--- src/sv/assert_macros.svh ---
// Assertion shorthands shared by the morse key decoder RTL.
// Needs a clock named clk and an active-low reset named arst_n in scope.
`ifndef ASSERT_MACROS_SVH
`define ASSERT_MACROS_SVH

// Plain invariant, checked at every clock edge outside reset.
`define MKD_ASSERT_ALWAYS(label, cond, msg) \
	label: assert property (@(posedge clk) disable iff (!arst_n) (cond)) else $error(msg);

// Same-cycle implication.
`define MKD_ASSERT_IMP(label, ante, cons, msg) \
	label: assert property (@(posedge clk) disable iff (!arst_n) (ante) |-> (cons)) \
		else $error(msg);

// Next-cycle implication.
`define MKD_ASSERT_NEXT(label, ante, cons, msg) \
	label: assert property (@(posedge clk) disable iff (!arst_n) (ante) |=> (cons)) \
		else $error(msg);

`endif

--- src/sv/mkd_pkg.sv ---
// Shared types, register codes and the Morse code table for the key decoder.
// No dependencies; used by mkd_code_rom and morse_key_decoder_unit.
package mkd_pkg;

	localparam int MAX_SYMBOLS_DEF = 6;
	localparam int TIMER_BITS_DEF  = 16;
	localparam int CFG_W           = 16;
	localparam int TABLE_N         = 36;
	localparam int CODE_W          = 5;

	// event kinds
	localparam logic [1:0] FN_TICK = 2'd0;
	localparam logic [1:0] FN_DOWN = 2'd1;
	localparam logic [1:0] FN_UP   = 2'd2;

	// register indexes
	localparam logic [1:0] REG_TAP_MODE  = 2'd0;
	localparam logic [1:0] REG_THRESHOLD = 2'd1;
	localparam logic [1:0] REG_LETTER    = 2'd2;
	localparam logic [1:0] REG_WORD      = 2'd3;

	localparam logic             TAP_MODE_RST  = 1'b1;
	localparam logic [CFG_W-1:0] THRESHOLD_RST = 16'd300;
	localparam logic [CFG_W-1:0] LETTER_RST    = 16'd700;
	localparam logic [CFG_W-1:0] WORD_RST      = 16'd1400;

	localparam logic [6:0] ASCII_SPACE = 7'h20;
	localparam logic [6:0] CASE_BIT    = 7'h20;

	typedef struct packed {
		logic [1:0] func;
		logic       key_is_dash;
		logic       caps_lock_on;
		logic       shift_held;
	} mkd_in_t;

	typedef struct packed {
		logic [6:0] char_code;
		logic       last_of_run;
	} mkd_out_t;

	// symbol i of a code sits at pat bit i, 1 = dash
	typedef struct packed {
		logic [2:0]        len;
		logic [CODE_W-1:0] pat;
		logic [6:0]        ch;
	} mkd_code_t;

	localparam mkd_code_t CODE_TABLE [TABLE_N] = '{
		'{3'd2, 5'b00010, 7'h41}, '{3'd4, 5'b00001, 7'h42}, '{3'd4, 5'b00101, 7'h43},
		'{3'd3, 5'b00001, 7'h44}, '{3'd1, 5'b00000, 7'h45}, '{3'd4, 5'b00100, 7'h46},
		'{3'd3, 5'b00011, 7'h47}, '{3'd4, 5'b00000, 7'h48}, '{3'd2, 5'b00000, 7'h49},
		'{3'd4, 5'b01110, 7'h4A}, '{3'd3, 5'b00101, 7'h4B}, '{3'd4, 5'b00010, 7'h4C},
		'{3'd2, 5'b00011, 7'h4D}, '{3'd2, 5'b00001, 7'h4E}, '{3'd3, 5'b00111, 7'h4F},
		'{3'd4, 5'b00110, 7'h50}, '{3'd4, 5'b01011, 7'h51}, '{3'd3, 5'b00010, 7'h52},
		'{3'd3, 5'b00000, 7'h53}, '{3'd1, 5'b00001, 7'h54}, '{3'd3, 5'b00100, 7'h55},
		'{3'd4, 5'b01000, 7'h56}, '{3'd3, 5'b00110, 7'h57}, '{3'd4, 5'b01001, 7'h58},
		'{3'd4, 5'b01101, 7'h59}, '{3'd4, 5'b00011, 7'h5A},
		'{3'd5, 5'b11111, 7'h30}, '{3'd5, 5'b11110, 7'h31}, '{3'd5, 5'b11100, 7'h32},
		'{3'd5, 5'b11000, 7'h33}, '{3'd5, 5'b10000, 7'h34}, '{3'd5, 5'b00000, 7'h35},
		'{3'd5, 5'b00001, 7'h36}, '{3'd5, 5'b00011, 7'h37}, '{3'd5, 5'b00111, 7'h38},
		'{3'd5, 5'b01111, 7'h39}
	};

endpackage

--- src/sv/mkd_code_rom.sv ---
// Code table lookup: matches the stored dot/dash pattern against A-Z and 0-9.
// Depends on mkd_pkg for the constant table.
module mkd_code_rom #(
	parameter int MAX_SYMBOLS = mkd_pkg::MAX_SYMBOLS_DEF,
	localparam int CNT_W = $clog2(MAX_SYMBOLS + 1)
) (
	input  logic [MAX_SYMBOLS-1:0] bits,
	input  logic [CNT_W-1:0]       count,
	input  logic                   overflow,
	output logic                   hit,
	output logic [6:0]             ch
);

	logic [MAX_SYMBOLS-1:0] pat_ext [mkd_pkg::TABLE_N];
	logic [mkd_pkg::TABLE_N-1:0] match;

	// symbols past the count are always zero, so a full-width compare works
	always_comb begin
		for (int e = 0; e < mkd_pkg::TABLE_N; e++) begin
			pat_ext[e] = MAX_SYMBOLS'(mkd_pkg::CODE_TABLE[e].pat);
			match[e] = !overflow && (count == CNT_W'(mkd_pkg::CODE_TABLE[e].len)) &&
				(bits == pat_ext[e]);
		end
	end

	always_comb begin
		ch = '0;
		for (int e = 0; e < mkd_pkg::TABLE_N; e++) begin
			if (match[e]) ch = ch | mkd_pkg::CODE_TABLE[e].ch;
		end
	end

	assign hit = |match;

endmodule

--- src/sv/morse_key_decoder_unit.sv ---
// Morse key decoder top level: event input stage, decode state, result queue.
// Depends on mkd_pkg, mkd_code_rom and assert_macros.svh.
//
// Usage:
//   ev channel  - one beat per key event (tick, key down, key up) in ev_data.
//   ch channel  - decoded characters in ch_data; last_of_run marks the final
//                 character caused by one event (a tick may give a letter
//                 and a space).
//   cfg port    - cfg_we/cfg_index/cfg_data write tap mode, dash threshold,
//                 letter gap and word gap; write only while the block is idle.
// Path: an event beat is taken into the input register, then decoded into the
// result queue, whose head drives ch_valid and ch_data.
// Throughput: one event per cycle. The input register decodes when the
// four-entry result queue has room for two characters; otherwise it holds
// and raises ev_stall, so a stalled ch side backs up into the ev side
// without losing or reordering characters.
// Reset: queue and input register empty, all timers and symbols cleared,
// registers back to tap mode with 300/700/1400 ms thresholds.
`include "assert_macros.svh"

module morse_key_decoder_unit #(
	parameter int MAX_SYMBOLS = mkd_pkg::MAX_SYMBOLS_DEF,
	parameter int TIMER_BITS  = mkd_pkg::TIMER_BITS_DEF
) (
	input  logic                    clk,
	input  logic                    arst_n,
	input  logic                    ev_valid,
	output logic                    ev_stall,
	input  mkd_pkg::mkd_in_t        ev_data,
	output logic                    ch_valid,
	input  logic                    ch_stall,
	output mkd_pkg::mkd_out_t       ch_data,
	input  logic                    cfg_we,
	input  logic [1:0]              cfg_index,
	input  logic [mkd_pkg::CFG_W-1:0] cfg_data
);

	localparam int CNT_W = $clog2(MAX_SYMBOLS + 1);
	localparam int CMP_W = (TIMER_BITS > mkd_pkg::CFG_W) ? TIMER_BITS : mkd_pkg::CFG_W;
	localparam int Q_DEPTH = 4;
	localparam int QP_W = $clog2(Q_DEPTH);
	localparam int QC_W = $clog2(Q_DEPTH + 1);

	// configuration
	logic                      tap_mode_q;
	logic [mkd_pkg::CFG_W-1:0] thr_q, lgap_q, wgap_q;

	// input stage
	logic             valid_s1;
	mkd_pkg::mkd_in_t ev_s1;
	logic             room, adv;

	// decode state
	logic [MAX_SYMBOLS-1:0] sym_bits_q, sym_bits_d;
	logic [CNT_W-1:0]       sym_cnt_q, sym_cnt_d;
	logic                   ovf_q, ovf_d;
	logic [TIMER_BITS-1:0]  idle_q, idle_d, idle_inc;
	logic                   act_q, act_d;
	logic                   pend_q, pend_d;
	logic [TIMER_BITS-1:0]  hold_q [2];
	logic [TIMER_BITS-1:0]  hold_d [2];
	logic [1:0]             pressed_q, pressed_d;

	// lookup and results
	logic       rom_hit;
	logic [6:0] rom_ch;
	logic       commit, emit_letter, emit_space, pend_eff, sym;
	logic [6:0] letter;
	logic [1:0] n_res;
	mkd_pkg::mkd_out_t res0, res1;

	// result queue
	mkd_pkg::mkd_out_t fifo_q [Q_DEPTH];
	logic [QP_W-1:0]   wr_ptr_q, rd_ptr_q;
	logic [QC_W-1:0]   fifo_cnt_q;
	logic              pop;

	mkd_code_rom #(.MAX_SYMBOLS(MAX_SYMBOLS)) u_rom (
		.bits     (sym_bits_q),
		.count    (sym_cnt_q),
		.overflow (ovf_q),
		.hit      (rom_hit),
		.ch       (rom_ch)
	);

	assign room     = fifo_cnt_q <= QC_W'(Q_DEPTH - 2);
	assign adv      = valid_s1 && room;
	assign ev_stall = valid_s1 && !room;
	assign ch_valid = fifo_cnt_q != '0;
	assign ch_data  = fifo_q[rd_ptr_q];
	assign pop      = ch_valid && !ch_stall;

	assign idle_inc = (idle_q == '1) ? idle_q : idle_q + 1'b1;

	always_comb begin
		sym_bits_d  = sym_bits_q;
		sym_cnt_d   = sym_cnt_q;
		ovf_d       = ovf_q;
		idle_d      = idle_q;
		act_d       = act_q;
		pend_d      = pend_q;
		hold_d      = hold_q;
		pressed_d   = pressed_q;
		commit      = 1'b0;
		emit_letter = 1'b0;
		emit_space  = 1'b0;
		pend_eff    = pend_q;
		sym         = 1'b0;
		letter      = rom_ch;
		unique case (ev_s1.func)
			mkd_pkg::FN_TICK: begin
				for (int k = 0; k < 2; k++) begin
					if (pressed_q[k] && hold_q[k] != '1) hold_d[k] = hold_q[k] + 1'b1;
				end
				idle_d = idle_inc;
				commit = act_q && (CMP_W'(idle_inc) >= CMP_W'(lgap_q));
				emit_letter = commit && rom_hit;
				if (rom_ch[6] && !(ev_s1.caps_lock_on ^ ev_s1.shift_held))
					letter = rom_ch | mkd_pkg::CASE_BIT;
				pend_eff = pend_q || commit;
				emit_space = pend_eff && (CMP_W'(idle_inc) >= CMP_W'(wgap_q));
				pend_d = pend_eff && !emit_space;
				if (commit) begin
					sym_bits_d = '0;
					sym_cnt_d  = '0;
					ovf_d      = 1'b0;
					act_d      = 1'b0;
				end
			end
			mkd_pkg::FN_DOWN: begin
				pressed_d[ev_s1.key_is_dash] = 1'b1;
				hold_d[ev_s1.key_is_dash]    = '0;
			end
			mkd_pkg::FN_UP: begin
				if (tap_mode_q)
					sym = ev_s1.key_is_dash;
				else if (pressed_q[ev_s1.key_is_dash])
					sym = CMP_W'(hold_q[ev_s1.key_is_dash]) >= CMP_W'(thr_q);
				pressed_d[ev_s1.key_is_dash] = 1'b0;
				hold_d[ev_s1.key_is_dash]    = '0;
				if (sym_cnt_q < CNT_W'(MAX_SYMBOLS)) begin
					for (int i = 0; i < MAX_SYMBOLS; i++) begin
						if (sym_cnt_q == CNT_W'(i)) sym_bits_d[i] = sym;
					end
					sym_cnt_d = sym_cnt_q + 1'b1;
				end else begin
					ovf_d = 1'b1;
				end
				idle_d = '0;
				act_d  = 1'b1;
				pend_d = 1'b0;
			end
			default: begin
			end
		endcase
	end

	// pack up to two results; the letter always goes first
	always_comb begin
		res0 = '{char_code: letter, last_of_run: !emit_space};
		res1 = '{char_code: mkd_pkg::ASCII_SPACE, last_of_run: 1'b1};
		n_res = {1'b0, emit_letter} + {1'b0, emit_space};
		if (!emit_letter) res0 = res1;
	end

	always_ff @(posedge clk or negedge arst_n) begin
		if (!arst_n) begin
			tap_mode_q <= mkd_pkg::TAP_MODE_RST;
			thr_q      <= mkd_pkg::THRESHOLD_RST;
			lgap_q     <= mkd_pkg::LETTER_RST;
			wgap_q     <= mkd_pkg::WORD_RST;
		end else if (cfg_we) begin
			unique case (cfg_index)
				mkd_pkg::REG_TAP_MODE:  tap_mode_q <= cfg_data[0];
				mkd_pkg::REG_THRESHOLD: thr_q      <= cfg_data;
				mkd_pkg::REG_LETTER:    lgap_q     <= cfg_data;
				mkd_pkg::REG_WORD:      wgap_q     <= cfg_data;
			endcase
		end
	end

	always_ff @(posedge clk or negedge arst_n) begin
		if (!arst_n) begin
			valid_s1 <= 1'b0;
		end else if (!ev_stall) begin
			valid_s1 <= ev_valid;
		end
	end

	// hold the beat while stalled
	always_ff @(posedge clk) begin
		if (ev_valid && !ev_stall) ev_s1 <= ev_data;
	end

	always_ff @(posedge clk or negedge arst_n) begin
		if (!arst_n) begin
			sym_bits_q <= '0;
			sym_cnt_q  <= '0;
			ovf_q      <= 1'b0;
			idle_q     <= '0;
			act_q      <= 1'b0;
			pend_q     <= 1'b0;
			hold_q     <= '{default: '0};
			pressed_q  <= '0;
		end else if (adv) begin
			sym_bits_q <= sym_bits_d;
			sym_cnt_q  <= sym_cnt_d;
			ovf_q      <= ovf_d;
			idle_q     <= idle_d;
			act_q      <= act_d;
			pend_q     <= pend_d;
			hold_q     <= hold_d;
			pressed_q  <= pressed_d;
		end
	end

	always_ff @(posedge clk or negedge arst_n) begin
		if (!arst_n) begin
			wr_ptr_q   <= '0;
			rd_ptr_q   <= '0;
			fifo_cnt_q <= '0;
		end else begin
			if (adv) wr_ptr_q <= wr_ptr_q + QP_W'(n_res);
			if (pop) rd_ptr_q <= rd_ptr_q + 1'b1;
			fifo_cnt_q <= fifo_cnt_q + (adv ? QC_W'(n_res) : '0) - QC_W'(pop);
		end
	end

	always_ff @(posedge clk) begin
		if (adv && n_res != 2'd0) fifo_q[wr_ptr_q] <= res0;
		if (adv && n_res == 2'd2) fifo_q[wr_ptr_q + 1'b1] <= res1;
	end

	`MKD_ASSERT_ALWAYS(a_fifo_bound, fifo_cnt_q <= QC_W'(Q_DEPTH), "result queue overrun")
	`MKD_ASSERT_ALWAYS(a_sym_bound, sym_cnt_q <= CNT_W'(MAX_SYMBOLS), "symbol count too large")
	`MKD_ASSERT_IMP(a_idle_empty, !act_q, sym_cnt_q == '0 && !ovf_q, "symbols without activity")
	`MKD_ASSERT_NEXT(a_commit_clr, adv && commit, sym_cnt_q == '0 && pend_q == !$past(emit_space),
		"commit did not clear the code")

endmodule

--- config.mk ---
export PLATFORM = sky130hd
export DESIGN_NAME = morse_key_decoder_unit
export DESIGN_NICKNAME = d
export VERILOG_FILES = /design/src/sv/mkd_pkg.sv /design/src/sv/mkd_code_rom.sv /design/src/sv/morse_key_decoder_unit.sv
export VERILOG_INCLUDE_DIRS = /design/src /design/src/sv
export SDC_FILE = /design/constraint.sdc
export NUM_CORES = 1
export LEC_CHECK = 0
export CORE_MARGIN = 8
export CORE_UTILIZATION = 50
export CTS_CLUSTER_DIAMETER = 120
export CTS_CLUSTER_SIZE = 30
export DETAILED_ROUTE_END_ITERATION = 7
export DONT_BUFFER_PORTS = 1
export PLACE_DENSITY = 0.78
export SETUP_SLACK_MARGIN = 0.3
export SYNTH_ARGS = -nofsm -noshare
export SYNTH_HDL_FRONTEND = slang
export SYNTH_SLANG_ARGS = --single-unit
--- constraint.sdc ---
create_clock -name clk -period 4.9 [get_ports clk]
set_clock_uncertainty 0.1 [all_clocks]
set_input_delay 0.98 -clock clk [delete_from_list [all_inputs] [get_ports clk]]
set_output_delay 0.98 -clock clk [all_outputs]
set_load 0.02 [all_outputs]
==> reports/metrics.yaml <==
finish:
  post_route_cells_drive_above_1_share: 0.2648
  postLayoutCellArea_sq_um: 11430
  layout_commonest_cell: "dfrtp_1"
  fill_cell_total_of_the_finished_layout: 1546
  antenna-diode-count: 0
  finish.net_count: 1142
  mostFrequentLayoutCells: "96 x dfrtp_1, 76 x nand2_1, 75 x o21ai_0"
  instances_no_fill: 1326
  area_growth_pct: 17.45
power:
  seqPwrFrac: 0.360
  clock_share_of_power: 0.265
  internal_w: 0.002980
  power.density_nw_per_um2: 430.5
  cellLeakagePower_nw: 4.773
  netSwitchingPower_w: 0.001941
  power_frac_comb: 0.375
  worst_ir_drop_vdd_mv: 0.2919
  power.share.switching: 0.3944
setup_path:
  worstSetupPathType: "flop to flop"
  cp.required_ns: 5.15
  reg2reg_from: "idle_q[0]$_DFFE_PN0P_"
  cp_max_fo: 5
  startpoint_type: "flop"
  setup.worst_path.start: "idle_q[0]$_DFFE_PN0P_"
  setup_crit_end_kind: "flop"
  critical_path_arrival_ns: 4.92
global_routing:
  via_count_of_the_first_global_routing_pass: 7674
  grt_start_max_net_pins: 120
  gr_util_all_layers: 0.2010
  global_route_wire_length_before_repair_microns: 39230
  globalRouteOverflowTotal: 0
  antenna_found_initial: 1
logic_synthesis:
  flop_and_latch_count_out_of_synthesis: 156
  synth_cells: 1016
  synth.distinct_cells: 86
  synth_sequential_area_ratio: 0.3894
  synth-edff-count: 5
  syn-cell-area_sq_um: 9732
  asyncSetResetFlopFracSynth: 0.7628
  post_synth.cell_area_avg_sq_um: 9.579
  synthFlopType: "dfrtp_1"
  synth.yosys.warnings: 0
  mappedNetlistNets: 1110
sta:
  final-setup-viol-count: 0
  setup_repair_after_global_routing_missed_its_margin: "yes"
  worst-slew-pin-transition_ns: 0.9392
  hold-worst-slack_ns: 0.1347
  max-slew-margin-rel: 0.3724
  timing.setup.tns_ns: 0
  min_period_over_period: 0.9540
  finalHoldViolCount: 0
  achievable-frequency_mhz: 213.9
  slew_viol_final: 0
  final.min_clock_period_ns: 4.675
clock_tree:
  tritoncts: "built"
  clockRootBuffer: "clkbuf_16"
  h-tree-depth: 4
  cts_max_path_buffers: 2
  cts_hold_buf: 0
  clk_latency_ns: 0.44
  clock_sinks: 156
  clock_pin_slew_on_the_worst_setup_and_hold_paths_ns: 0.07
  cts_buffers: 17
worst_hold_path:
  timing.hold.worst.class: "input pin to async pin"
floorplan:
  initial_util: 0.5050
  boundaryPins: 38
  die_x_microns: 155.5
  die_area_sq_um: 24180
  core_area_sq_um: 19270
  num_rows: 51
  die_h_microns: 155.5
run:
  max_cap_viol_count: 0
routing:
  first_iter_violations: 809
  routed_wl_microns: 26190
  firstDrtPassIters: 6
  antenna_nets_post_route: 0
  via_per_inst: 6.307
  post_drt_wl_per_cell_microns: 19.75
  detail_route.drc_violations: 0
  dr_total_vias: 8363
placed_design:
  place.gp.congestion: 0.9523
  dp_cells: 1249
  dpl-instance-area_sq_um: 10060
  hpwlAfterDp_microns: 16570
  port-buffer-count: 0
status:
  outcome: "complete, no violations"
-- synthesized netlist by cell type (all sizes together), types with 17 or more instances --
cell      n  area share
clkbuf   37       0.016
a32o     17       0.017
nand3    38       0.020
nand2    84       0.033
o21ai    80       0.041
a21oi    49       0.026
dfstp    17       0.046
inv      73       0.028
ha       65       0.084
mux2     72       0.083
nor2     42       0.016
dfxtp    32       0.066
o31ai    27       0.021
dfrtp   102        0.26
-- per-layer routing --
layer / vias up / GRT usage / share of wire
li1: 3852 / - / -
met1: 4077 / 0.2575 / 0.41
met2: 366 / 0.3219 / 0.48
met3: 66 / 0.05770 / 0.086
met4: 2 / 0.06377 / 0.027
met5: - / 0 / 0.00046
-- final timing paths --
kind / slack (ns) / end / depth (start not counted)
max in group asynchronous: 4.34 / hold_q[30]$_DFFE_PN0P_ / 0
min reg2reg: 0.34 / fifo_q[2][6]$_SDFFE_PP1P_ / 2
min: 0.13 / idle_q[9]$_DFFE_PN0P_ / 0
min in group clk: 0.34 / fifo_q[2][6]$_SDFFE_PP1P_ / 2
max reg2reg: 0.23 / fifo_cnt_q[2]$_DFF_PN0_ / 23
max: 0.23 / fifo_cnt_q[2]$_DFF_PN0_ / 23
-- power by group through the flow --
stage	clock network [W]	registers (W)	logic, W
after floorplan	0	0.00164	0.00137
after global placement	0	0.00178	0.00162
after detailed placement	0	0.00178	0.00166
after CTS	0.00132	0.00176	0.00171
after global routing	0.00137	0.00180	0.00201
final	0.00131	0.00177	0.00184
-- final cells by class --
cell class / count / area, sq um / area share
multi-input combinational: 735 / 5922 / 0.5181
tap: 265 / 331.6 / 0.02901
sequential: 156 / 3797 / 0.3322
timing repair buffer: 64 / 518.0 / 0.04532
clock buffer: 20 / 479.2 / 0.04193
inverter: 74 / 280.3 / 0.02452
clock inverter: 12 / 101.3 / 0.008867
-- flip-flops by register name (all words and copies together), names as in the netlist, 3 cells and up, named ones only --
register / count
idle_q: 16
hold_q: 32
thr_q: 16
ev_s1: 5
lgap_q: 16
fifo_cnt_q: 3
sym_cnt_q: 3
wgap_q: 16
sym_bits_q: 6
fifo_q: 32
-- per-stage QoR --
step                      setup slack, ns  utilization  power [W]
final                              0.2252       0.5931   0.004921
after global routing              0.07659       0.5931   0.005185
after CTS                          0.3051       0.5677   0.004787
after detailed placement           0.1210       0.5219   0.003438
after global placement             0.2566       0.5219   0.003401
after floorplan                    0.3138            -   0.003008
-- worst max-delay path, cell delays in order, from the launching register on --
cell      delay (ns)
dfrtp_1         0.39
ha_2            0.21
inv_4           0.10
nor4_4          0.04
buf_4           0.16
a21oi_4         0.25
nand3_4         0.15
xnor2_4         0.18
ha_4            0.31
a21oi_1         0.11
a311oi_2        0.30
o21ai_2         0.12
a31oi_4         0.21
nor2_2          0.07
or3_4           0.38
ha_4            0.29
nand2_4         0.05
ha_4            0.25
inv_2           0.06
ha_4            0.11
inv_2           0.03
fa_2            0.36
xor2_2          0.15
xnor2_1         0.17
-- what timing repair did --
item / in CTS / in global routing
pin swaps: 13 / 32
endpoints found under the setup margin: 2 / 30
setup buffers: 23 / 20
gates resized for setup: 29 / 64
endpoints found under the hold margin: 0 / 0
cloned: 0 / 2
-- cells by family (layout without fill, tap and decap cells) --
kind of cell / count (synthesis) / in the layout / share of synthesized area
buffers and inverters: 125 / 170 / 0.05207
XOR/XNOR: 19 / 19 / 0.01710
AND/OR/NAND/NOR: 290 / 290 / 0.1570
AO/OA/AOI/OAI: 277 / 277 / 0.1939
flip-flops: 156 / 156 / 0.3894
adder cells (fa/ha/maj): 66 / 66 / 0.08563
multiplexers: 83 / 83 / 0.1049
(Power assumes the default switching activity.)
